[config.mk]
export PLATFORM = sky130hd
export DESIGN_NAME = msw_back
export DESIGN_NICKNAME = d
export VERILOG_FILES = /design/src/design/msw_pkg.sv /design/src/design/msw_back.sv
export SDC_FILE = /design/constraint.sdc
export NUM_CORES = 2
export LEC_CHECK = 0
export BUFFER_PORTS_ARGS = -buffer_cell sky130_fd_sc_hd__buf_2
export CAP_MARGIN = 20
export CORE_ASPECT_RATIO = 1.1
export CORE_MARGIN = 4
export CORE_UTILIZATION = 35
export CTS_CLUSTER_SIZE = 8
export DETAILED_ROUTE_END_ITERATION = 6
export GPL_ROUTABILITY_DRIVEN = 0
export PLACE_DENSITY_LB_ADDON = 0.1
export SETUP_SLACK_MARGIN = 0.4
export SLEW_MARGIN = 40
export SYNTH_ARGS = -nofsm -noshare
export SYNTH_HDL_FRONTEND = slang
export SYNTH_SLANG_ARGS = --single-unit
[constraint.sdc]
create_clock -name clk_i -period 10.8 [get_ports clk_i]
set_clock_uncertainty 0.2 [all_clocks]
set_input_delay 1.08 -clock clk_i [delete_from_list [all_inputs] [get_ports clk_i]]
set_output_delay 1.08 -clock clk_i [all_outputs]
set_load 0.005 [all_outputs]
[src/design/msw_pkg.sv]
// ----------------------------------------------------------------------------
// msw_pkg: shared types and constants of the mesh stencil weight/index generator
// Holds the fixed field widths, register indexes, reset values, queue depths
// and the divide-by-six digit step used by the weight front end.
// ----------------------------------------------------------------------------
`default_nettype none

package msw_pkg;

  // Fixed field widths
  localparam int unsigned IN_W        = 24;
  localparam int unsigned FLAT_W      = 18;
  localparam int unsigned WEIGHT_W    = 25;
  localparam int unsigned WEIGHT_FRAC = 24;
  localparam int unsigned MESH_W      = 7;

  // Configuration port
  localparam int unsigned CFG_IDX_W  = 4;
  localparam int unsigned CFG_DATA_W = 7;

  localparam logic [CFG_IDX_W-1:0] REG_MESH_SIZE   = 4'd0;
  localparam logic [CFG_IDX_W-1:0] REG_ASSIGN_MODE = 4'd1;

  localparam logic [MESH_W-1:0] MESH_RESET = 7'd32;
  localparam logic              MODE_CUBIC = 1'b1;
  localparam logic              MODE_RESET = MODE_CUBIC;

  // Stencil geometry
  localparam int unsigned AXES        = 3;
  localparam int unsigned STENCIL_MAX = 4;

  // Divider digit size (bits retired per pipeline stage)
  localparam int unsigned DIGIT_W = 8;

  // Queue depths
  localparam int unsigned IN_DEPTH  = 2;
  localparam int unsigned MID_DEPTH = 2;
  localparam int unsigned OUT_DEPTH = 4;

  typedef struct packed {
    logic [FLAT_W-1:0]   flat_index;
    logic [WEIGHT_W-1:0] weight;
    logic                last;
  } result_t;

  // One digit of restoring division by six: remainder in, eight dividend bits
  // in; returns {remainder, eight quotient bits}.
  function automatic logic [10:0] div6_digit(input logic [2:0] rem_in,
                                             input logic [7:0] bits);
    logic [3:0] r;
    logic [7:0] q;
    r = {1'b0, rem_in};
    q = '0;
    for (int b = 7; b >= 0; b--) begin
      r = {r[2:0], bits[b]};
      if (r >= 4'd6) begin
        r    = r - 4'd6;
        q[b] = 1'b1;
      end
    end
    return {r[2:0], q};
  endfunction

endpackage

`default_nettype wire

[src/design/msw_back.sv]
// ----------------------------------------------------------------------------
// msw_back: stencil point walker
// Walks the S x S x S points of one particle record (x slowest, z fastest),
// forms the wrapped flat address and the weight product in two stages, and
// pushes results into the output queue while credit allows.
// ----------------------------------------------------------------------------
`default_nettype none

module msw_back #(
  parameter int unsigned FRAC_BITS = 24,
  parameter int unsigned MAX_MESH  = 64
) (
  input  logic                                  clk_i,
  input  logic                                  rst_ni,
  input  logic [$clog2(MAX_MESH+1)-1:0]         mesh_i,
  input  logic                                  rec_valid_i,
  input  logic [msw_pkg::AXES*$clog2(MAX_MESH)
               + msw_pkg::AXES*msw_pkg::STENCIL_MAX*(FRAC_BITS+1):0] rec_i,
  output logic                                  rec_pop_o,
  input  logic [$clog2(msw_pkg::OUT_DEPTH+1)-1:0] res_count_i,
  output logic                                  res_push_o,
  output msw_pkg::result_t                      res_o
);

  import msw_pkg::*;

  localparam int unsigned F    = FRAC_BITS;
  localparam int unsigned WW   = F + 1;
  localparam int unsigned IW   = $clog2(MAX_MESH);
  localparam int unsigned MW   = $clog2(MAX_MESH+1);
  localparam int unsigned RW   = 1 + AXES*IW + AXES*STENCIL_MAX*WW;
  localparam int unsigned WSW  = AXES*STENCIL_MAX*WW;
  localparam int unsigned CW   = $clog2(OUT_DEPTH+1);
  localparam int unsigned XW   = IW + MW + 1;
  localparam int unsigned YW   = FLAT_W + MW + 1;
  localparam int unsigned SH_L = (F < WEIGHT_FRAC) ? WEIGHT_FRAC - F : 0;
  localparam int unsigned SH_R = (F > WEIGHT_FRAC) ? F - WEIGHT_FRAC : 0;
  localparam int unsigned TW   = WW + SH_L;

  function automatic logic [WW-1:0] qmul(input logic [WW-1:0] a, input logic [WW-1:0] b);
    logic [2*F-1:0] prod;
    prod = a[F-1:0] * b[F-1:0];
    if (a[F]) return b;
    if (b[F]) return a;
    return {1'b0, prod[2*F-1:F]};
  endfunction

  function automatic logic [IW-1:0] wrap_inc(input logic [IW-1:0] i, input logic [IW-1:0] top);
    return (i == top) ? '0 : i + 1'b1;
  endfunction

  logic                                      rec_cubic;
  logic [AXES-1:0][IW-1:0]                   rec_base;
  logic [AXES-1:0][STENCIL_MAX-1:0][WW-1:0]  rec_w;

  logic                                      busy_q, cubic_q;
  logic [AXES-1:0][IW-1:0]                   base_q;
  logic [AXES-1:0][STENCIL_MAX-1:0][WW-1:0]  w_q;
  logic [1:0]                                ci_q, cj_q, ck_q;
  logic [IW-1:0]                             ix_q, iy_q, iz_q;

  logic                  va_q, vb_q;
  logic [FLAT_W-1:0]     ta_q;
  logic [WW-1:0]         pxy_q, wza_q;
  logic [IW-1:0]         iza_q;
  logic                  lasta_q;
  result_t               res_q;

  logic [1:0]            lim;
  logic                  last_pt, room, issue, load;
  logic [IW-1:0]         m_top;
  logic [XW-1:0]         xy_sum;
  logic [YW-1:0]         flat_sum;
  logic [WW-1:0]         p;
  logic [TW-1:0]         p_ext;

  // Unpack the incoming record
  assign rec_cubic = rec_i[RW-1];
  assign rec_base  = rec_i[RW-2 -: AXES*IW];
  assign rec_w     = rec_i[WSW-1:0];

  assign lim     = cubic_q ? 2'd3 : 2'd1;
  assign last_pt = (ci_q == lim) && (cj_q == lim) && (ck_q == lim);
  assign m_top   = IW'(mesh_i - 1'b1);

  // Issue only with a free slot in the result queue for every point in flight
  assign room  = ((CW+1)'(res_count_i) + (CW+1)'(va_q) + (CW+1)'(vb_q)) < (CW+1)'(OUT_DEPTH);
  assign issue = busy_q && room;
  assign load  = rec_valid_i && (!busy_q || (issue && last_pt));
  assign rec_pop_o = load;

  // Point counters with wrapped mesh indices
  always_ff @(posedge clk_i or negedge rst_ni) begin
    if (!rst_ni) begin
      busy_q <= 1'b0;
    end else if (load) begin
      busy_q <= 1'b1;
    end else if (issue && last_pt) begin
      busy_q <= 1'b0;
    end
  end

  always_ff @(posedge clk_i) begin
    if (load) begin
      cubic_q <= rec_cubic;
      base_q  <= rec_base;
      w_q     <= rec_w;
      ci_q    <= '0;
      cj_q    <= '0;
      ck_q    <= '0;
      ix_q    <= rec_base[0];
      iy_q    <= rec_base[1];
      iz_q    <= rec_base[2];
    end else if (issue && !last_pt) begin
      if (ck_q != lim) begin
        ck_q <= ck_q + 1'b1;
        iz_q <= wrap_inc(iz_q, m_top);
      end else begin
        ck_q <= '0;
        iz_q <= base_q[2];
        if (cj_q != lim) begin
          cj_q <= cj_q + 1'b1;
          iy_q <= wrap_inc(iy_q, m_top);
        end else begin
          cj_q <= '0;
          iy_q <= base_q[1];
          ci_q <= ci_q + 1'b1;
          ix_q <= wrap_inc(ix_q, m_top);
        end
      end
    end
  end

  // Stage A: x-y address part and x-y weight product
  assign xy_sum = XW'(ix_q) * XW'(mesh_i) + XW'(iy_q);

  // Stage B: full address and final weight product
  assign flat_sum = YW'(ta_q) * YW'(mesh_i) + YW'(iza_q);
  assign p        = qmul(pxy_q, wza_q);
  assign p_ext    = (TW'(p) << SH_L) >> SH_R;

  always_ff @(posedge clk_i or negedge rst_ni) begin
    if (!rst_ni) begin
      va_q <= 1'b0;
      vb_q <= 1'b0;
    end else begin
      va_q <= issue;
      vb_q <= va_q;
    end
  end

  always_ff @(posedge clk_i) begin
    ta_q    <= FLAT_W'(xy_sum);
    pxy_q   <= qmul(w_q[0][ci_q], w_q[1][cj_q]);
    iza_q   <= iz_q;
    wza_q   <= w_q[2][ck_q];
    lasta_q <= last_pt;
    res_q.flat_index <= FLAT_W'(flat_sum);
    res_q.weight     <= WEIGHT_W'(p_ext);
    res_q.last       <= lasta_q;
  end

  assign res_push_o = vb_q;
  assign res_o      = res_q;

endmodule

`default_nettype wire
==> results.sh <==
export IMPL_outcome="finished clean"
export IMPL_cp_arrival_ns=9.82
export IMPL_nets=7828
export IMPL_io_buffers=377
export IMPL_fin_area_um2=63980
export IMPL_yosys_area_top_type="fa_1"
export IMPL_wire_per_inst_um=22.60
export IMPL_grt_pass1_wl_mm=284.5
export IMPL_num_vias=40590
export IMPL_timing_rr_start="cj_q[0]$_SDFFE_PP0P_"
export IMPL_slew_headroom_pct=37.97
export IMPL_crit_buf_inv=7
export IMPL_synth_top_area_share_pct=36.81
export IMPL_final_setup_tns_ns=0
export IMPL_synthSimpleGateAreaFrac_pct=12.87
export IMPL_final_util_pct=39.46
export IMPL_wl_met1_mm=78.92
export IMPL_clkLatencyLatePin_ns=0.69
export IMPL_syn_instance_count=5729
export IMPL_path_common_cell="fa_1"
export IMPL_drive_gt1_share_pct=12.52
export IMPL_hold_viol=0
export IMPL_start_util_pct=35.19
export IMPL_period_needed_ns=9.487
export IMPL_grt_remaining_overflow=0
export IMPL_placed_cells=8071
export IMPL_synth_nets=7530
export IMPL_fmax_ghz=0.1054
export IMPL_synth_mux_area_share_pct=3.329
export IMPL_synth_fa_ha_area_share_pct=46.02
export IMPL_areaGrowthSynthToFinish_pct=12.14
export IMPL_endpoint_kind="flip-flop"
export IMPL_clock_sinks=455
export IMPL_most_common_layout_cells="1200 x inv_1, 1049 x fa_1, 888 x nand2_1"
export IMPL_maxCapViolations=0
export IMPL_yosysSeqAreaShare_pct=21.80
export IMPL_h_tree_depth=3
export IMPL_core_um2=162100
export IMPL_setup_viol=0
export IMPL_fin_crit_sh_pct=87.85
export IMPL_std_cell_rows=155
export IMPL_synth_edf_count=331
export IMPL_critical_path_slowest_cell="nor4_1"
export IMPL_cts_tree="done"
export IMPL_grt_max_degree=127
export IMPL_worstPathRequired_ns=11.13
export IMPL_die_y_um=431.4
export IMPL_reg2reg_depth=26
export IMPL_wirelength_mm=185.2
export IMPL_synth_avg_cell_area_um2=9.958
export IMPL_grt_setup_unrepaired="false"
export IMPL_critPathMaxStageDelay_ns=0.67
export IMPL_startpoint_type="flip-flop"
export IMPL_path_clk_slew_ns=0.06
export IMPL_synth_xor_area_share_pct=1.520
export IMPL_ys_ff_latch=455
export IMPL_final_common_cell="inv_1"
export IMPL_synthArstFlopShare_pct=0.6593
export IMPL_cts_buffers=72
export IMPL_drt_first_pass_iters=5
export IMPL_root_buffer="clkbuf_16"
export IMPL_ios=378
export IMPL_met3_length_mm=10.01
export IMPL_drc=0
export IMPL_netlist_area_um2=57050
export IMPL_hold_buffers=1
export IMPL_synth_flop_cell="edfxtp_1"
export IMPL_post_cts_buffers=0
export IMPL_via_per_inst=4.952
export IMPL_antenna_left=0
export IMPL_startpoint="cj_q[0]$_SDFFE_PP0P_"
export IMPL_critPathMaxFanout=33
export IMPL_synth_distinct_cells=74
export IMPL_stdcell_count=8197
export IMPL_die_w_um=392.9
export IMPL_antenna_found_initial=15
export IMPL_dp_hpwl_mm=142.5
export IMPL_synthTopCellsByArea="fa_1 37%, edfxtp_1 17%, ha_1 9.2%, inv_1 7.9%, nand2_1 5.8%"
export IMPL_cts_buffer_depth=3
export IMPL_cts_resized_gates=0
export IMPL_crit_cells=26
export IMPL_r2r_end="pxy_q[23]$_DFF_P_"
export IMPL_fillers=16300
export IMPL_synth_top_family_by_area="adder cells"
export IMPL_slew_violations=0
export IMPL_highest_layer="met5"
export IMPL_grt_pass1_vias=45850
export IMPL_yosysWarnings=0
export IMPL_cp_endpoint="pxy_q[23]$_DFF_P_"
export IMPL_critical_path_top_delay_family="adder cells"
export IMPL_synth_compound_area_share_pct=4.766
export IMPL_crit_type="flip-flop to flip-flop"
export IMPL_r2r_setup_slack_ns=1.31
export IMPL_met2WireLength_mm=92.25
export IMPL_placed_area_um2=61720
export IMPL_min_path_type="flip-flop to flip-flop"
export IMPL_globalRouteTotalUtil_pct=22.44
export IMPL_dieArea_um2=169500
export IMPL_drtIter0Drc=2315
export IMPL_tightest_slew_ns=0.9304
sequential cells by signal, indices dropped and copies added (netlist names), 2 cells and up:
| signal | cells |
|---|---|
| cj_q | 2 |
| ci_q | 2 |
| wza_q | 25 |
| iz_q | 6 |
| pxy_q | 25 |
| ta_q | 14 |
| res_o | 44 |
| iza_q | 6 |
| w_q | 300 |
| ck_q | 2 |
| iy_q | 6 |
| ix_q | 6 |
| base_q | 12 |
stage by stage:
step           setup slack, ns  hold slack [ns]
2_1_floorplan            2.718           0.1096
3_3_place_gp             1.402           0.1252
3_5_place_dp             1.393           0.1211
4_1_cts                  1.354           0.1366
5_1_grt                 0.9642           0.1457
6_report                 1.313           0.1315
cell usage after synthesis (4+ instances only):
| library cell | instances |
|---|---|
| inv_1 | 1200 |
| fa_1 | 1049 |
| nand2_1 | 888 |
| ha_1 | 420 |
| nor2_1 | 369 |
| edfxtp_1 | 331 |
| and2_1 | 255 |
| clkbuf_1 | 243 |
| dfxtp_1 | 121 |
| a21oi_1 | 89 |
| o21ai_0 | 78 |
| xnor2_1 | 75 |
| mux2_2 | 53 |
| o21a_1 | 50 |
| nand3_1 | 49 |
| mux2i_1 | 48 |
| mux4_2 | 36 |
| a21o_1 | 33 |
| o21ai_1 | 33 |
| xor2_1 | 24 |
| nand4_1 | 22 |
| nor3_1 | 22 |
| a211oi_1 | 20 |
| buf_1 | 15 |
| o31ai_1 | 14 |
| nand2b_1 | 13 |
| or3_1 | 13 |
| a31oi_1 | 12 |
| a22oi_1 | 10 |
| nor2b_1 | 10 |
| o21bai_1 | 10 |
| buf_2 | 9 |
| or2_2 | 9 |
| o211ai_1 | 8 |
| nor4_1 | 7 |
| a41oi_1 | 6 |
| and3_1 | 6 |
| nor3b_1 | 6 |
| a221oi_1 | 5 |
| and4_1 | 5 |
| a41o_1 | 4 |
| o2111ai_1 | 4 |
| o221ai_1 | 4 |
worst reg2reg max path, delay by kind of cell (launching register included):
kind	cells	cell delay (ns)
adder cells (fa/ha/maj)	8	3.86
AO/OA/AOI/OAI	4	1.52
AND/OR/NAND/NOR	6	1.52
buffers and inverters	7	1.15
flip-flops	1	0.66
multiplexers	1	0.43
cell families (layout without fill, tap and decap cells):
group	count (synthesis)	in the layout
muxes	138	138
DFF	455	455
xor gates and xnor gates	99	99
adders and majority gates	1469	1469
and+or+nand+nor	1684	1684
buffers and inverters	1469	1810
other	0	8
AOI/OAI and AO/OA	415	415
metal layers:
layer / track usage [%] / vias up
li1: - / 18150
met1: 29.39 / 21100
met2: 39.29 / 1100
met3: 3.324 / 239
met4: 4.899 / 6
met5: 0 / -
cell type report:
type,count,area [um^2],area share [%]
diodes,8,20.02,0.03129
clock buffers,98,1909,2.984
clock inverters,19,304.0,0.4752
inverters,1201,4516,7.058
multi-input cells,3805,39280,61.40
flip-flops and latches,455,12490,19.53
well taps,2119,2651,4.144
repair buffers,492,2804,4.383
worst min path at each step:
stage | slack [ns] | from | cells after the start | end
6_report | 0.13 | lasta_q$_DFF_P_ | 0 | res_o[0]$_DFF_P_
5_1_grt | 0.15 | lasta_q$_DFF_P_ | 0 | res_o[0]$_DFF_P_
4_1_cts | 0.14 | lasta_q$_DFF_P_ | 0 | res_o[0]$_DFF_P_
3_5_place_dp | 0.12 | lasta_q$_DFF_P_ | 0 | res_o[0]$_DFF_P_
3_3_place_gp | 0.13 | lasta_q$_DFF_P_ | 0 | res_o[0]$_DFF_P_
2_1_floorplan | 0.11 | lasta_q$_DFF_P_ | 0 | res_o[0]$_DFF_P_
Power is not shown: default switching activity piles up to over one toggle a cycle in this logic, so the estimate is an artifact.
