`config.mk`:
```
export PLATFORM = sky130hd
export DESIGN_NAME = msw_front
export DESIGN_NICKNAME = d
export VERILOG_FILES = /design/src/design/msw_pkg.sv /design/src/design/msw_front.sv
export SDC_FILE = /design/constraint.sdc
export NUM_CORES = 2
export LEC_CHECK = 0
export BUFFER_PORTS_ARGS = -buffer_cell sky130_fd_sc_hd__buf_2
export CAP_MARGIN = 20
export CELL_PAD_IN_SITES_DETAIL_PLACEMENT = 0
export CELL_PAD_IN_SITES_GLOBAL_PLACEMENT = 2
export CORE_MARGIN = 4
export CORE_UTILIZATION = 36
export CTS_CLUSTER_DIAMETER = 150
export DETAILED_ROUTE_END_ITERATION = 8
export MAX_ROUTING_LAYER = met4
export PLACE_DENSITY_LB_ADDON = 0.1
export SYNTH_ARGS = -nofsm -noshare
export SYNTH_HDL_FRONTEND = slang
export SYNTH_SLANG_ARGS = --single-unit
```
`constraint.sdc`:
```
create_clock -name clk_i -period 9.9 [get_ports clk_i]
set_clock_uncertainty 0.2 [all_clocks]
set_input_delay 1.98 -clock clk_i [delete_from_list [all_inputs] [get_ports clk_i]]
set_output_delay 1.98 -clock clk_i [all_outputs]
set_load 0.05 [all_outputs]
```
`src/design/msw_pkg.sv`:
```
// ----------------------------------------------------------------------------
// msw_pkg: shared types and constants of the mesh stencil weight/index generator
// Holds the fixed field widths, register indexes, reset values, queue depths
// and the divide-by-six digit step used by the weight front end.
// ----------------------------------------------------------------------------
`default_nettype none

package msw_pkg;

  // Fixed field widths
  localparam int unsigned IN_W        = 24;
  localparam int unsigned FLAT_W      = 18;
  localparam int unsigned WEIGHT_W    = 25;
  localparam int unsigned WEIGHT_FRAC = 24;
  localparam int unsigned MESH_W      = 7;

  // Configuration port
  localparam int unsigned CFG_IDX_W  = 4;
  localparam int unsigned CFG_DATA_W = 7;

  localparam logic [CFG_IDX_W-1:0] REG_MESH_SIZE   = 4'd0;
  localparam logic [CFG_IDX_W-1:0] REG_ASSIGN_MODE = 4'd1;

  localparam logic [MESH_W-1:0] MESH_RESET = 7'd32;
  localparam logic              MODE_CUBIC = 1'b1;
  localparam logic              MODE_RESET = MODE_CUBIC;

  // Stencil geometry
  localparam int unsigned AXES        = 3;
  localparam int unsigned STENCIL_MAX = 4;

  // Divider digit size (bits retired per pipeline stage)
  localparam int unsigned DIGIT_W = 8;

  // Queue depths
  localparam int unsigned IN_DEPTH  = 2;
  localparam int unsigned MID_DEPTH = 2;
  localparam int unsigned OUT_DEPTH = 4;

  typedef struct packed {
    logic [FLAT_W-1:0]   flat_index;
    logic [WEIGHT_W-1:0] weight;
    logic                last;
  } result_t;

  // One digit of restoring division by six: remainder in, eight dividend bits
  // in; returns {remainder, eight quotient bits}.
  function automatic logic [10:0] div6_digit(input logic [2:0] rem_in,
                                             input logic [7:0] bits);
    logic [3:0] r;
    logic [7:0] q;
    r = {1'b0, rem_in};
    q = '0;
    for (int b = 7; b >= 0; b--) begin
      r = {r[2:0], bits[b]};
      if (r >= 4'd6) begin
        r    = r - 4'd6;
        q[b] = 1'b1;
      end
    end
    return {r[2:0], q};
  endfunction

endpackage

`default_nettype wire

```
`src/design/msw_front.sv`:
```
// ----------------------------------------------------------------------------
// msw_front: per-particle axis setup
// Scales each coordinate by the mesh size, splits cell and offset, and forms
// the axis weights with one shared multiplier and, in cubic mode, a pipelined
// divide-by-six. Emits one record per particle: mode flag, base cells, weights.
// ----------------------------------------------------------------------------
`default_nettype none

module msw_front #(
  parameter int unsigned FRAC_BITS = 24,
  parameter int unsigned MAX_MESH  = 64
) (
  input  logic                                  clk_i,
  input  logic                                  rst_ni,
  input  logic [$clog2(MAX_MESH+1)-1:0]         mesh_i,
  input  logic                                  cubic_i,
  input  logic                                  in_valid_i,
  input  logic [msw_pkg::AXES*FRAC_BITS-1:0]    in_frac_i,
  output logic                                  in_pop_o,
  input  logic                                  rec_full_i,
  output logic                                  rec_push_o,
  output logic [msw_pkg::AXES*$clog2(MAX_MESH)
               + msw_pkg::AXES*msw_pkg::STENCIL_MAX*(FRAC_BITS+1):0] rec_o
);

  import msw_pkg::*;

  localparam int unsigned F  = FRAC_BITS;
  localparam int unsigned WW = F + 1;
  localparam int unsigned IW = $clog2(MAX_MESH);
  localparam int unsigned DW = F + 3;
  localparam int unsigned SW = F + 4;
  localparam int unsigned DS = (DW + DIGIT_W - 1) / DIGIT_W;
  localparam int unsigned PW = DS * DIGIT_W;
  localparam logic [WW-1:0] ONE = {1'b1, {F{1'b0}}};
  localparam logic [1:0] LAST_AX = 2'(AXES - 1);

  localparam logic [1:0] ST_IDLE  = 2'd0;
  localparam logic [1:0] ST_RUN   = 2'd1;
  localparam logic [1:0] ST_DRAIN = 2'd2;

  localparam logic [2:0] STEP_SCALE = 3'd0;
  localparam logic [2:0] STEP_G2    = 3'd1;
  localparam logic [2:0] STEP_G3    = 3'd2;
  localparam logic [2:0] STEP_F2    = 3'd3;
  localparam logic [2:0] STEP_F3    = 3'd4;
  localparam logic [2:0] STEP_W1    = 3'd5;
  localparam logic [2:0] STEP_W2    = 3'd6;
  localparam logic [2:0] STEP_W3    = 3'd7;

  typedef struct packed {
    logic [1:0] axis;
    logic [1:0] point;
  } wtag_t;

  logic [1:0]                              state_q;
  logic [1:0]                              ax_q;
  logic [2:0]                              step_q;
  logic                                    cubic_q;
  logic [AXES-1:0][F-1:0]                  frac_q;
  logic [F-1:0]                            f_q, f2_q, f3_q;
  logic [WW-1:0]                           r_q;
  logic [AXES-1:0][IW-1:0]                 base_q;
  logic [AXES-1:0][STENCIL_MAX-1:0][WW-1:0] w_q;

  logic [DS:0]          div_v_q;
  logic [PW-1:0]        div_val_q [DS+1];
  logic [2:0]           div_rem_q [DS+1];
  wtag_t                div_tag_q [DS+1];
  logic [10:0]          digit     [DS];

  logic                 load, run, axis_done;
  logic [WW-1:0]        g, mul_a, mul_b, qm;
  logic [2*F-1:0]       raw;
  logic [IW-1:0]        int_part, base_nx;
  logic signed [SW-1:0] fs, f2s, f3s, ds, num1, num2;
  logic                 issue_v;
  logic [DW-1:0]        issue_val;
  wtag_t                issue_tag;

  assign load      = (state_q == ST_IDLE) && in_valid_i;
  assign run       = (state_q == ST_RUN);
  assign in_pop_o  = load;
  assign axis_done = run && (((step_q == STEP_SCALE) && !cubic_q) || (step_q == STEP_W3));
  assign rec_push_o = (state_q == ST_DRAIN) && !(|div_v_q) && !rec_full_i;
  assign rec_o      = {cubic_q, base_q, w_q};

  // Pick multiplier operands for this step
  assign g = ONE - {1'b0, f_q};
  always_comb begin
    mul_a = '0;
    mul_b = '0;
    case (step_q)
      STEP_SCALE: begin
        mul_a = {1'b0, frac_q[ax_q]};
        mul_b = WW'(mesh_i);
      end
      STEP_G2: begin
        mul_a = g;
        mul_b = g;
      end
      STEP_G3: begin
        mul_a = r_q;
        mul_b = g;
      end
      STEP_F2: begin
        mul_a = {1'b0, f_q};
        mul_b = {1'b0, f_q};
      end
      STEP_F3: begin
        mul_a = {1'b0, f2_q};
        mul_b = {1'b0, f_q};
      end
      default: ;
    endcase
  end

  // Shared multiplier; fixed-point product passes 1.0 operands through
  assign raw = mul_a[F-1:0] * mul_b[F-1:0];
  assign qm  = mul_a[F] ? mul_b : (mul_b[F] ? mul_a : {1'b0, raw[2*F-1:F]});

  // Cell index and stencil base (cubic starts one cell lower, wrapping)
  assign int_part = raw[F +: IW];
  always_comb begin
    if (!cubic_q) begin
      base_nx = int_part;
    end else if (int_part == '0) begin
      base_nx = IW'(mesh_i - 1'b1);
    end else begin
      base_nx = int_part - 1'b1;
    end
  end

  // Cubic numerators, clamped at zero
  assign fs   = $signed(SW'(f_q));
  assign f2s  = $signed(SW'(f2_q));
  assign f3s  = $signed(SW'(f3_q));
  assign ds   = $signed(SW'(ONE));
  assign num1 = (f3s <<< 1) + f3s - (f2s <<< 2) - (f2s <<< 1) + (ds <<< 2);
  assign num2 = (f2s <<< 1) + f2s + (fs <<< 1) + fs + ds - (f3s <<< 1) - f3s;

  // Select the value sent to the divider
  always_comb begin
    issue_v         = run && cubic_q;
    issue_val       = '0;
    issue_tag.axis  = ax_q;
    issue_tag.point = 2'd0;
    case (step_q)
      STEP_F2: begin
        issue_val       = DW'(r_q);
        issue_tag.point = 2'd0;
      end
      STEP_W1: begin
        issue_val       = num1[SW-1] ? '0 : num1[DW-1:0];
        issue_tag.point = 2'd1;
      end
      STEP_W2: begin
        issue_val       = num2[SW-1] ? '0 : num2[DW-1:0];
        issue_tag.point = 2'd2;
      end
      STEP_W3: begin
        issue_val       = DW'(f3_q);
        issue_tag.point = 2'd3;
      end
      default: issue_v = 1'b0;
    endcase
  end

  // Divide-by-six digit per stage
  always_comb begin
    for (int s = 0; s < DS; s++) begin
      digit[s] = div6_digit(div_rem_q[s], div_val_q[s][PW-1 -: DIGIT_W]);
    end
  end

  // Sequencer and divider valid line
  always_ff @(posedge clk_i or negedge rst_ni) begin
    if (!rst_ni) begin
      state_q <= ST_IDLE;
      ax_q    <= '0;
      step_q  <= STEP_SCALE;
      div_v_q <= '0;
    end else begin
      div_v_q <= {div_v_q[DS-1:0], issue_v};
      case (state_q)
        ST_IDLE: begin
          if (in_valid_i) begin
            state_q <= ST_RUN;
            ax_q    <= '0;
            step_q  <= STEP_SCALE;
          end
        end
        ST_RUN: begin
          if (axis_done) begin
            step_q <= STEP_SCALE;
            if (ax_q == LAST_AX) begin
              state_q <= ST_DRAIN;
            end else begin
              ax_q <= ax_q + 1'b1;
            end
          end else begin
            step_q <= step_q + 1'b1;
          end
        end
        ST_DRAIN: begin
          if (rec_push_o) begin
            state_q <= ST_IDLE;
          end
        end
        default: state_q <= ST_IDLE;
      endcase
    end
  end

  // Datapath registers
  always_ff @(posedge clk_i) begin
    if (load) begin
      frac_q  <= in_frac_i;
      cubic_q <= cubic_i;
    end
    if (run) begin
      case (step_q)
        STEP_SCALE: begin
          f_q          <= raw[F-1:0];
          base_q[ax_q] <= base_nx;
          if (!cubic_q) begin
            w_q[ax_q][0] <= ONE - {1'b0, raw[F-1:0]};
            w_q[ax_q][1] <= {1'b0, raw[F-1:0]};
          end
        end
        STEP_G2, STEP_G3: r_q <= qm;
        STEP_F2:          f2_q <= qm[F-1:0];
        STEP_F3:          f3_q <= qm[F-1:0];
        default: ;
      endcase
    end
    div_val_q[0] <= PW'(issue_val);
    div_rem_q[0] <= '0;
    div_tag_q[0] <= issue_tag;
    for (int s = 0; s < DS; s++) begin
      div_val_q[s+1] <= {div_val_q[s][PW-DIGIT_W-1:0], digit[s][7:0]};
      div_rem_q[s+1] <= digit[s][10:8];
      div_tag_q[s+1] <= div_tag_q[s];
    end
    // Drop the finished quotient into its weight slot
    if (div_v_q[DS]) begin
      w_q[div_tag_q[DS].axis][div_tag_q[DS].point] <= div_val_q[DS][WW-1:0];
    end
  end

endmodule

`default_nettype wire

```
==> run metrics <==
crit path max-delay cell type=or4_4; Area Overhead vs Synth=24.00%; Max-Cap Viols=0; die height=around 400 µm; largest net degree at the start of global routing=74; Hold Crit Start=div_tag_q[0][6]; Synth Area in Compound Gates=11.14%; Fin Hold WS=approximately 72 ps; actual slew at the worst max-slew pin=between 1000 and 1500 ps; status=finished with violations; area of the mapped netlist=between 50000 and 60000 µm²; vias in the first global route=42842; Port Buffer Count=about 400; register area share after synthesis=a little under a third; commonest non-fill, non-tap cells in the layout=845 x inv_1, 652 x nand2_1, 582 x fa_1, 564 x buf_4, 412 x nor2_1; Tot GR Track Use=between 20% and 30%; # DRC=7; Post-Synth Simple-Gate Area=14.13%; Hold/Removal Path Class=reg -> reg; I/O Pins=just over 400; worst path arrival time=roughly 10000 ps; Adder-Cell Fraction of Synth Area=between 20% and 30%; total via count in the routed design=around 42000; CP Max Fanout=9; Post-DP HPWL=166900 µm; total CTS buffers=75; post-synthesis mux area share=2.393%; CTS clk-pin slew, worst paths=70 ps; H-tree levels=3; Initial Util=a little over a third; WP data required=~10000 ps; CTS tree=yes; commonest register cell after synthesis=edfxtp_1; drt pass-1 iters=9; Syn Inst Count=between 5000 and 6000; Yosys top cell area share=22.84%; max_slew headroom=~28%; RSZ-0062 raised after global routing=true; drt total wl=just over 200000 µm; Core ar.=around 140000 µm²; Layout Nets=between 7000 and 8000; Final Hold Fails=0; initial antenna violation count=7; clock latency on the worst-skew pair=between 600 and 700 ps; Synth area leaders=fa_1 23%, edfxtp_1 19%, dfxtp_1 12%; Worst Setup SP=f_q[8]; # hold bufs at CTS=0; worst r2r src=f_q[8]; Seq cells post-synth=between 600 and 700; first-pass GRT wire length=about 300000 µm; FP Rows=between 100 and 150; Crit. End Element=flip-flop; Post-Syn Nets=approximately 6500; Final GP Congestion=~0.96; critical path class=reg -> reg; utilization after layout=between 40% and 50%; FMAX=~100 MHz; filler instances=14036; commonest non-fill, non-tap cell in the layout=inv_1; main combinational cell family by area after synthesis=adder cells; Max Buffers Root-to-Sink=3; Final Critical Period=between 9000 and 10000 ps; drt via density=around 5.0; Routed Antenna Nets=0; Post-synth EDFFs=338; Congestion Overflow GR=0; Iter 0 DRT Violations=3322; crit share post-route=between 90% and 100%; Critical Path Start Type=flip-flop; Post-synth ARST share=1.840%; die width=between 300 and 400 µm; Ys Warns=0; slowest stage delay, CP=570 ps; Clock Sinks=roughly 650; setup violators final=0; wire per inst=around 24 µm; Slew Viols, Final=0; distinct cell type count after synthesis=95; failing checks=design-rule violations; Synth Area in XOR/XNOR=~2.7%; Most common cell on crit path=fa_1; Die Area=~150000 µm²; most area-hungry cell type in the Yosys netlist=fa_1; Clk Tree Root Cell=clkbuf_16; layout cells sized above 1=approximately 22%; syn avg cell area=9.462 µm²; R2R Setup Slk=approximately 83 ps
-- logic make-up after synthesis --
| group | count (synthesis) |
|---|---|
| flip-flops | 652 |
| multiplexers | 124 |
| AND/OR/NAND/NOR | 1630 |
| AO/OA/AOI/OAI | 936 |
| adder cells (fa/ha/maj) | 894 |
| XOR/XNOR | 162 |
| buffers and inverters | 1150 |
-- metrics by stage --
| step | cell area (µm²) | cells | setup slack [ps] | TNS [ps] |
|---|---|---|---|---|
| after detailed placement | 61100 | 8162 | -602.4 | -14870 |
| after floorplan | 52580 | 5548 | 6.045 | 0 |
| final | 65090 | 8360 | 83.41 | 0 |
| after CTS | 64210 | 8326 | -18.99 | -64.64 |
| after global routing | 65090 | 8357 | -301.3 | -3788 |
| after global placement | 61030 | 8159 | -1012 | -23550 |
-- critical path, delay by kind of cell, from the launching register on --
family	cells	cell delay [ps]
AOI/OAI and AO/OA	5	560
adders and majority gates	9	3940
buffers and inverters	9	990
DFF	1	390
and+or+nand+nor	13	3400
-- synth_stat cells (all sizes together) (27+ instances only) --
cell	count
o21ai	304
fa	599
xnor2	111
nor2b	34
mux2i	112
and2	198
nand2	668
ha	292
inv	860
nand3	51
nor3	72
a21o	55
a211oi	28
buf	37
nand2b	49
a222oi	40
edfxtp	338
o211ai	27
a21oi	264
xor2	51
clkbuf	251
nor2	434
dfxtp	302
-- final timing paths --
kind                                    end  cells past startpoint
min                        div_tag_q[0][10]                      0
min in group asynchronous        div_v_q[3]                      1
max in group asynchronous           ax_q[0]                      1
min reg2reg                div_tag_q[0][10]                      0
max                              rec_o[310]                     36
max reg2reg                      rec_o[310]                     36
-- flip-flops by register name, indices dropped and copies added, names as in the netlist --
| register | cells |
|---|---|
| div_rem_q | 9 |
| step_q | 3 |
| r_q | 25 |
| ax_q | 2 |
| div_v_q | 5 |
| div_tag_q | 20 |
| div_val_q | 123 |
| f3_q | 24 |
| f_q | 24 |
| state_q | 2 |
| f2_q | 24 |
| frac_q | 72 |
| cubic_q | 1 |
| rec_o | 318 |
-- repair_timing --
item,CTS,global route
setup buffers,28,24
endpoints found under the setup margin,70,93
resized for setup,121,129
gates cloned,0,0
pin swaps,91,87
-- final cells by class --
cell class                 count  area, µm²  share of cell area, %
clock inverter                43      439.2                 0.6747
inverter                     862       3236                  4.971
multi-input combinational   3746      32890                  50.53
antenna                        8      20.02                0.03075
sequential                   652      16500                  25.34
tap                         1903       2381                  3.658
timing repair buffer        1052       7659                  11.77
clock buffer                  94       1973                  3.031
-- routing by layer --
layer	GRT usage [%]	part of all wire, %
met3	3.605	5.6
met4	9.085	3.8
met1	35.08	43
met5	-	0
met2	45.03	48
Power is not shown: default switching activity piles up to over one toggle a cycle in this logic, so the estimate is an artifact.
