[src/design/msw_fifo.sv]
// ----------------------------------------------------------------------------
// msw_fifo: small register-based queue
// First-word-fall-through queue with occupancy count; used at the input, between
// the front end and the back end, and at the result side.
// ----------------------------------------------------------------------------
`default_nettype none

module msw_fifo #(
  parameter int unsigned WIDTH = 8,
  parameter int unsigned DEPTH = 2
) (
  input  logic                       clk_i,
  input  logic                       rst_ni,
  input  logic                       push_i,
  input  logic [WIDTH-1:0]           data_i,
  output logic                       full_o,
  input  logic                       pop_i,
  output logic [WIDTH-1:0]           data_o,
  output logic                       empty_o,
  output logic [$clog2(DEPTH+1)-1:0] count_o
);

  localparam int unsigned AW = $clog2(DEPTH);
  localparam int unsigned CW = $clog2(DEPTH+1);

  logic [WIDTH-1:0] mem_q [DEPTH];
  logic [AW-1:0]    wptr_q, rptr_q;
  logic [CW-1:0]    cnt_q;
  logic             do_push, do_pop;

  assign full_o  = (cnt_q == CW'(DEPTH));
  assign empty_o = (cnt_q == '0);
  assign count_o = cnt_q;
  assign data_o  = mem_q[rptr_q];
  assign do_push = push_i && !full_o;
  assign do_pop  = pop_i && !empty_o;

  // Advance pointers and count
  always_ff @(posedge clk_i or negedge rst_ni) begin
    if (!rst_ni) begin
      wptr_q <= '0;
      rptr_q <= '0;
      cnt_q  <= '0;
    end else begin
      if (do_push) begin
        wptr_q <= (wptr_q == AW'(DEPTH-1)) ? '0 : wptr_q + 1'b1;
      end
      if (do_pop) begin
        rptr_q <= (rptr_q == AW'(DEPTH-1)) ? '0 : rptr_q + 1'b1;
      end
      if (do_push && !do_pop) begin
        cnt_q <= cnt_q + 1'b1;
      end else if (do_pop && !do_push) begin
        cnt_q <= cnt_q - 1'b1;
      end
    end
  end

  // Store the pushed word
  always_ff @(posedge clk_i) begin
    if (do_push) begin
      mem_q[wptr_q] <= data_i;
    end
  end

endmodule

`default_nettype wire

[config.mk]
export PLATFORM = sky130hd
export DESIGN_NAME = msw_fifo
export DESIGN_NICKNAME = d
export VERILOG_FILES = /design/src/design/msw_fifo.sv
export SDC_FILE = /design/constraint.sdc
export NUM_CORES = 1
export LEC_CHECK = 0
export ABC_AREA = 1
export BUFFER_PORTS_ARGS = -buffer_cell sky130_fd_sc_hd__buf_2
export CAP_MARGIN = 20
export CORE_MARGIN = 2
export CORE_UTILIZATION = 25
export DETAILED_ROUTE_END_ITERATION = 7
export GPL_TIMING_DRIVEN = 1
export PLACE_DENSITY = 0.47
export SLEW_MARGIN = 20
export SYNTH_ARGS = -nofsm -noshare
export SYNTH_HDL_FRONTEND = slang
export SYNTH_SLANG_ARGS = --single-unit
[constraint.sdc]
create_clock -name clk_i -period 1.55 [get_ports clk_i]
set_input_delay 0.31 -clock clk_i [delete_from_list [all_inputs] [get_ports clk_i]]
set_output_delay 0.31 -clock clk_i [all_outputs]
set_load 0.05 [all_outputs]
==> results of run 1 <==
-- registers in the layout (all words and copies together) (netlist names) --
register and count:
mem_q 16, count_o 2, rptr_q 1, wptr_q 1
-- cells in the final DEF (no fill, tap or decap), types with 2 or more instances in the layout --
master | netlist | layout
nor2_1 | 2 | 2
dfrtp_2 | 0 | 3
o21ai_0 | 2 | 2
clkbuf_4 | 0 | 3
buf_6 | 0 | 10
inv_1 | 7 | 6
edfxtp_1 | 16 | 16
buf_2 | 1 | 14
nand2_1 | 33 | 33
buf_4 | 0 | 4
-- worst register-to-register path, cell delays in order, from the launching register on --
cell and delay, ps:
dfrtp_2 480, o21ai_0 280, ha_1 320, inv_1 80, nand3_1 80, nand2_1 60
nand2_1 50
-- layer usage --
| layer | GRT usage | share of wire | up-vias | routed length, um |
|---|---|---|---|---|
| met5 | 0 | 0 | - | 0 |
| met4 | 0.00932 | 0 | 0 | 0 |
| met3 | 0.0426 | 0.076 | 0 | 112 |
| met2 | 0.146 | 0.49 | 21 | 715 |
| met1 | 0.0997 | 0.44 | 254 | 642 |
| li1 | - | - | 300 | - |
-- logic make-up (layout without fill, tap and decap cells) --
logic type      count (synthesis)  count (layout)  synth area share
xor+xnor                        1               1            0.0108
flops                          20              20             0.717
buf+inv                         9              41            0.0433
compound gates                  2               2            0.0124
fa+ha+maj                       1               1            0.0155
simple gates                   40              40             0.201
-- path summary, 6_finish.rpt --
path                                  from  cells after the start     endpoint
worst min register to register      wptr_q                      2       wptr_q
worst max register to register  count_o[0]                      6   count_o[1]
worst min-delay path             data_i[3]                      1  mem_q[1][3]
worst max-delay path                rptr_q                      4    data_o[3]
max in group asynchronous           rst_ni                      2       rptr_q
min in group asynchronous           rst_ni                      2   count_o[1]
-- what timing repair did --
action,4_1_cts,5_1_grt
gates resized for setup,14,9
setup buffers,1,1
hold endpoints to repair,4,0
endpoints found under the setup margin,8,9
cloned,0,0
pin swaps,0,4
hold buffers,1,0
-- final cells by class --
| type | count | area, um^2 | share of cell area |
|---|---|---|---|
| sequential | 20 | 584 | 0.509 |
| timing repair buffer | 29 | 223 | 0.194 |
| multi-input combinational | 44 | 199 | 0.173 |
| tap | 44 | 55.1 | 0.0479 |
| inverter | 8 | 35.0 | 0.0305 |
| clock inverter | 1 | 30.0 | 0.0261 |
| clock buffer | 3 | 22.5 | 0.0196 |
-- through the flow --
step | cell area, um^2 | setup WS, ps | hold slack (ps) | setup TNS [ps] | instances
2_1_floorplan | 817 | -105 | 14.4 | -188 | 73
3_3_place_gp | 1000 | 124 | 122 | 0 | 142
3_5_place_dp | 1000 | 144 | 125 | 0 | 142
4_1_cts | 1110 | 2.50 | 188 | 0 | 148
5_1_grt | 1150 | -27.4 | 175 | -117 | 149
6_report | 1150 | 42.3 | 198 | 0 | 149
==> flow_summary.toml, run 1 <==
[run_status]
status = "finished, final reports clean"

[timing]
finalMaxSlewViolations = 0
finalCritPeriodShare = 0.973
fmax_mhz = 663
fin_worst_skew_ps = 1.55
setup_viol = 0
hold_violations = 0
period_needed_ps = 1510
tightest_slew_ps = 293
rsz0062_at_grt = "true"
relSlewSlack = 0.803

[critical_path]
crit_type = "reg -> out"
slowest_delay_ps = 490
critPathLaunchType = "flop"
crit_chain = "buf_6 -> nand2_1 -> nand2_1 -> buf_6"
arrival_ps = 1200
r2r_setup_slack_ps = 110
path_buf_inv = 2
critPathTopFamily = "flip-flops"
cp_data_required_time_ps = 1240
crit_fanout = 6
slowest_stage = "dfrtp_2"
critPathCaptureType = "primary output"

[global_route]
grt_pass1_vias = 549
grt_usage = 0.0852
grt-ovfl-total = 0
antenna_found_initial = 0
grt_start_max_net_pins = 13
grt_first_pass_wirelength_um = 2310

[synth]
synth_cells = 73
ys.flop_type = "edfxtp_1"
synth_area_um2 = 810
avgSynthCellArea_um2 = 11.1
yosysUniqueCellTypes = 14
synth_enable_flop_cells = 16
yosys-top-cells-count = "nand2_1, edfxtp_1, inv_1"
synth.most_common_cell = "nand2_1"
syn_nets = 86
async_flop_share = 0.200
synthTopCellsByArea = "edfxtp_1, nand2_1, dfrtp_1, inv_1, ha_1"
yosys_warnings = 0
synth_seq_cells = 20
ys_seq_area_frac = 0.717
synth_top_area_share = 0.594
yosys.area.top_type = "edfxtp_1"

[clocking]
cts-buffers-inserted = 3
clock_sinks = 20
clk_pin_slew_ps = 110
cts_tree = "yes"
h-tree-depth = 1
clk_path_buf_depth = 2
insertion_delay_ps = 290
root_buffer = "clkbuf_4"

[routing]
first_iter_violations = 8
vias = 575
vias_per_cell = 3.86
routed_wl_um = 1470
route.detailed.wl_per_inst_um = 9.87
firstDrtPassIters = 3
drtAntennaViolNets = 0
drc = 0

[run]
drv_cap = 0

[placed_design]
portBuffers = 23
dp_hpwl_um = 1130
place.gp.congestion = 0.679

[floorplanning]
num_rows = 20
die_w_um = 60.9
dieArea_mm2 = 0.00371
initial_core_util = 0.263
ios = 24
dieHeight_um = 60.9
coreArea_mm2 = 0.00308

[finish]
final_nets = 119
antenna_cells = 0
utilization = 0.373
area_growth_pct = 41.9
fill_cells = 334
drive_gt1_frac = 0.371

[hold_path]
min_path_type = "in -> reg"
Power of run 1 is left out: the tool's default activity adds up to more than one toggle a clock period on the data nets, which glitch-free logic cannot reach.
==> inputs of run 2 (changes only) <==
- clock period: 1.55 -> 1.85 ns (I/O delays scaled with it)
==> run 2 against run 1 <==
  * Clock-buffer cell count did not move
  * Final area fell by 7.5%
  * Non-clock buffer count fell by 4
  * Cell count fell by 2.7%
  * Global-route usage rose by 0.43 points
  * Clock skew rose by 0.58 ps
  * Die area did not move
  * Register-to-register slack improved by 290 ps
  * Highest routed layer unchanged
  * Setup slack improved by 58 ps
  * First-iteration DRC count rose by 50%
  * Via count fell by 0.52%
  * Core utilization fell by 2.8 points
==> flow_summary.toml, run 2 (synthesis results as in run 1) <==
[floorplanning]
num_rows = 20
coreArea_mm2 = 0.00308
dieArea_mm2 = 0.00371
initial_core_util = 0.263
dieHeight_um = 60.9
ios = 24
die_w_um = 60.9

[placed_design]
dpl.cell_count = 140
dp_hpwl_um = 1130
portBuffers = 23
place.gp.congestion = 0.722

[hold_path]
min_path_cells = 1
hold_end = "mem_q[0][0]"
hp-start = "data_i[0]"
min_path_type = "in -> reg"

[routing]
route.detailed.wl_per_inst_um = 10.8
drc = 0
drtAntennaViolNets = 0
vias = 572
firstDrtPassIters = 4
routed_wl_um = 1570
first_iter_violations = 12
vias_per_cell = 3.94

[finish]
mostFrequentLayoutCells = "nand2_1, buf_2, edfxtp_1, inv_1, clkbuf_4"
antenna_cells = 0
drive_gt1_frac = 0.327
area_growth_pct = 31.2
largest-register = "mem_q"
final_nets = 115
finalNonFillerCells = 145
largest_register_ffs = 16
final_common_cell = "nand2_1"

[timing]
hold_violations = 0
relSlewSlack = 0.763
whs_ps = 258
finalMaxSlewViolations = 0
finalCritPeriodShare = 0.946
period_needed_ps = 1750
fmax_mhz = 572
fin_worst_skew_ps = 2.13
setup_viol = 0
tightest_slew_ps = 355

[global_route]
grt_pass1_vias = 518
grt_start_max_net_pins = 13
grt_usage = 0.0895
grt-ovfl-total = 0
antenna_found_initial = 0
grt_first_pass_wirelength_um = 2330

[critical_path]
crit_fanout = 10
cp_data_required_time_ps = 1480
r2r_setup_slack_ps = 400
reg2reg_depth = 6
crit_type = "reg -> out"
critPathCaptureType = "primary output"
worstReg2RegEnd = "count_o[1]"
r2r-start = "count_o[0]"
critPathLaunchType = "flop"
arrival_ps = 1380

[clocking]
root_buffer = "clkbuf_4"
clk_pin_slew_ps = 110
h-tree-depth = 1
clock_sinks = 20
insertion_delay_ps = 290
cts-buffers-inserted = 3
clk_path_buf_depth = 2
cts_setup_buffers = 0
cts_tree = "yes"

[run]
drv_cap = 0

[run_status]
status = "finished, final reports clean"
[run 2: metal layers]
layer / share of wire / global-route usage / routed length [um] / vias to the layer above
met5: 0 / 0 / 0 / -
met4: 0 / 0.0280 / 0 / 0
met3: 0.066 / 0.0448 / 103 / 0
met2: 0.46 / 0.141 / 721 / 18
met1: 0.47 / 0.107 / 741 / 259
li1: - / - / - / 295
[run 2: cell type report]
cell class	count	area [um^2]
Clock inverter	1	30.0
Clock buffer	3	22.5
Fill cell	324	2020
Timing Repair Buffer	25	143
Inverter	8	30.0
Tap cell	44	55.1
Multi-Input combinational cell	44	199
Sequential cell	20	583
[run 2: stage by stage]
| stage | utilization | setup WS (ps) | setup TNS (ps) | instance area [um^2] |
|---|---|---|---|---|
| 2_1_floorplan | - | 84.7 | 0 | 816 |
| 3_3_place_gp | 0.321 | 329 | 0 | 988 |
| 3_5_place_dp | 0.321 | 328 | 0 | 988 |
| 4_1_cts | 0.342 | 54.6 | 0 | 1050 |
| 5_1_grt | 0.345 | -2.55 | -2.55 | 1060 |
| 6_report | 0.345 | 101 | 0 | 1060 |
[run 2: critical path, stage by stage, from the launching register on]
cell	delay [ps]
dfrtp_2	510
inv_2	180
nand2_1	70
nand2_1	60
buf_2	260
[run 2: worst max-delay path by stage]
| stage | startpoint | to |
|---|---|---|
| 6_report | rptr_q | data_o[3] |
| 5_1_grt | rptr_q | data_o[6] |
| 4_1_cts | rptr_q | data_o[6] |
| 3_5_place_dp | rptr_q | data_o[6] |
| 3_3_place_gp | rptr_q | data_o[3] |
| 2_1_floorplan | count_o[0] | empty_o |
[run 2: repair_timing]
action	4_1_cts	5_1_grt
resized for setup	1	4
endpoints found under the hold margin	4	0
endpoints found under the setup margin	8	4
hold buffers	1	0
Power of run 2 is left out for the same reason.
==> inputs of run 3 (changes only) <==
- BUFFER_PORTS_ARGS: -buffer_cell sky130_fd_sc_hd__buf_2 -> default
- DONT_BUFFER_PORTS: default -> 1
- PLACE_DENSITY: 0.47 -> 0.4
==> run 3 against run 2 <==
  * Maximum frequency increased by 3.8%
  * Final area fell by 7.7%
  * Clock skew grew 0.55 ps
  * Core utilization fell by 2.6 points
  * Via count shrank 8.6%
  * Non-clock buffer count decreased by 15
  * Global-route usage is 0.42 points higher
  * Routed wire length down 6.2%
  * Sequential share of layout area up 4.6 points
  * Highest routed layer is now met4
==> flow_summary.toml, run 3 (synthesis results as in run 1) <==
[timing]
fin_worst_skew_ps = 2.69
finalMaxSlewViolations = 0
rsz0062_at_grt = "false"
fmax_mhz = 594
setup_ws_ps = 165
tns_ps = 0
hold_violations = 0
period_needed_ps = 1680
tightest_slew_ps = 726
finalCritPeriodShare = 0.911
setup_viol = 0
relSlewSlack = 0.514

[clocking]
cts_tree = "yes"
clk_pin_slew_ps = 110
root_buffer = "clkbuf_4"
cts-buffers-inserted = 3
clock_sinks = 20
insertion_delay_ps = 290
clk_path_buf_depth = 2
cts_setup_buffers = 0
h-tree-depth = 1

[hold_path]
hp-start = "data_i[4]"
min_path_type = "in -> reg"

[global_route]
antenna_found_initial = 0
globalRouteMet2Util = 0.152
busiest_layer = "met2"
grt-ovfl-total = 0
met1_usage = 0.104
grt_pass1_vias = 526
grt_first_pass_wirelength_um = 2430
grt_start_max_net_pins = 12
grt_usage = 0.0937
grt_use_met3 = 0.0299

[critical_path]
r2r-start = "count_o[1]"
crit_fanout = 4
cp_data_required_time_ps = 1480
crit_type = "reg -> out"
critPathLaunchType = "flop"
critPathCaptureType = "primary output"
critPathLaunch = "count_o[1]"
arrival_ps = 1310

[run_status]
status = "finished, final reports clean"

[finish]
drive_gt1_frac = 0.244
area_growth_pct = 21.2
fill_cells = 325
largest_register_ffs = 16
antenna_cells = 0
final_nets = 100
mostFrequentLayoutCells = "nand2_1, edfxtp_1, buf_4, inv_1, nand2_2"
final_common_cell = "nand2_1"
largest-register = "mem_q"

[floorplanning]
num_rows = 20
dieHeight_um = 60.9
coreArea_mm2 = 0.00308
dieArea_mm2 = 0.00371
die_w_um = 60.9
initial_core_util = 0.263
ios = 24

[routing]
firstDrtPassIters = 4
route.detailed.wl_per_inst_um = 11.3
routed_wl_um = 1470
vias_per_cell = 4.02
drtAntennaViolNets = 0
first_iter_violations = 13
drc = 0
vias = 523

[run]
drv_cap = 0

[placed_design]
place.gp.congestion = 0.715
place_ws_ps = 267
portBuffers = 0
dp_hpwl_um = 1080
==> run 3: changes by cell type in the layout (fill, tap and decap cells not counted), moves of 4 or more <==
cell | previous run | this run
clkbuf_4 | 7 | 3
nand2_1 | 33 | 29
buf_2 | 19 | 0
nand2_2 | 0 | 4
buf_4 | 1 | 9
==> run 3: area by class of cell <==
cell class              count  area, um^2  area share
clock buffers               3        22.5      0.0230
multi-input cells          44         209       0.213
flip-flops and latches     20         583       0.594
repair buffers             10        77.6      0.0791
clock inverters             1        3.75     0.00383
well taps                  44        55.1      0.0561
inverters                   8        30.0      0.0306
==> run 3: worst paths after layout <==
path | to | slack (ps) | depth (start not counted)
worst max-delay path | empty_o | 170 | 3
worst min-delay path | mem_q[1][4] | 170 | 0
worst max register to register | count_o[1] | 320 | 7
worst min register to register | wptr_q | 490 | 2
max in group asynchronous | rptr_q | 1320 | 1
min in group asynchronous | count_o[1] | 340 | 1
==> run 3: repair_timing <==
action / CTS / global route
hold buffers: 1 / 0
gates resized for setup: 4 / 1
cloned: 0 / 0
hold endpoints to repair: 4 / 0
endpoints found under the setup margin: 4 / 7
==> run 3: per-stage QoR <==
step | cells | utilization | hold slack, ps | instance area, um^2
final | 130 | 0.319 | 165 | 981
after global routing | 130 | 0.319 | 133 | 981
after CTS | 130 | 0.318 | 153 | 980
after detailed placement | 125 | 0.303 | 74.5 | 933
after global placement | 125 | 0.303 | 74.5 | 933
after floorplan | 73 | - | 74.4 | 816
==> run 3: worst max-delay path, cell delays in order, from the launching register on <==
cell,delay (ps)
dfrtp_2,420
buf_4,200
nor2_1,180
buf_4,230
==> run 3: routing by layer <==
layer  up-vias  routed length (um)
li1        262                   -
met1       244                 614
met2        13                 715
met3         4                  96
met4         0                  42
met5         -                   0
Power of run 3 is left out for the same reason.
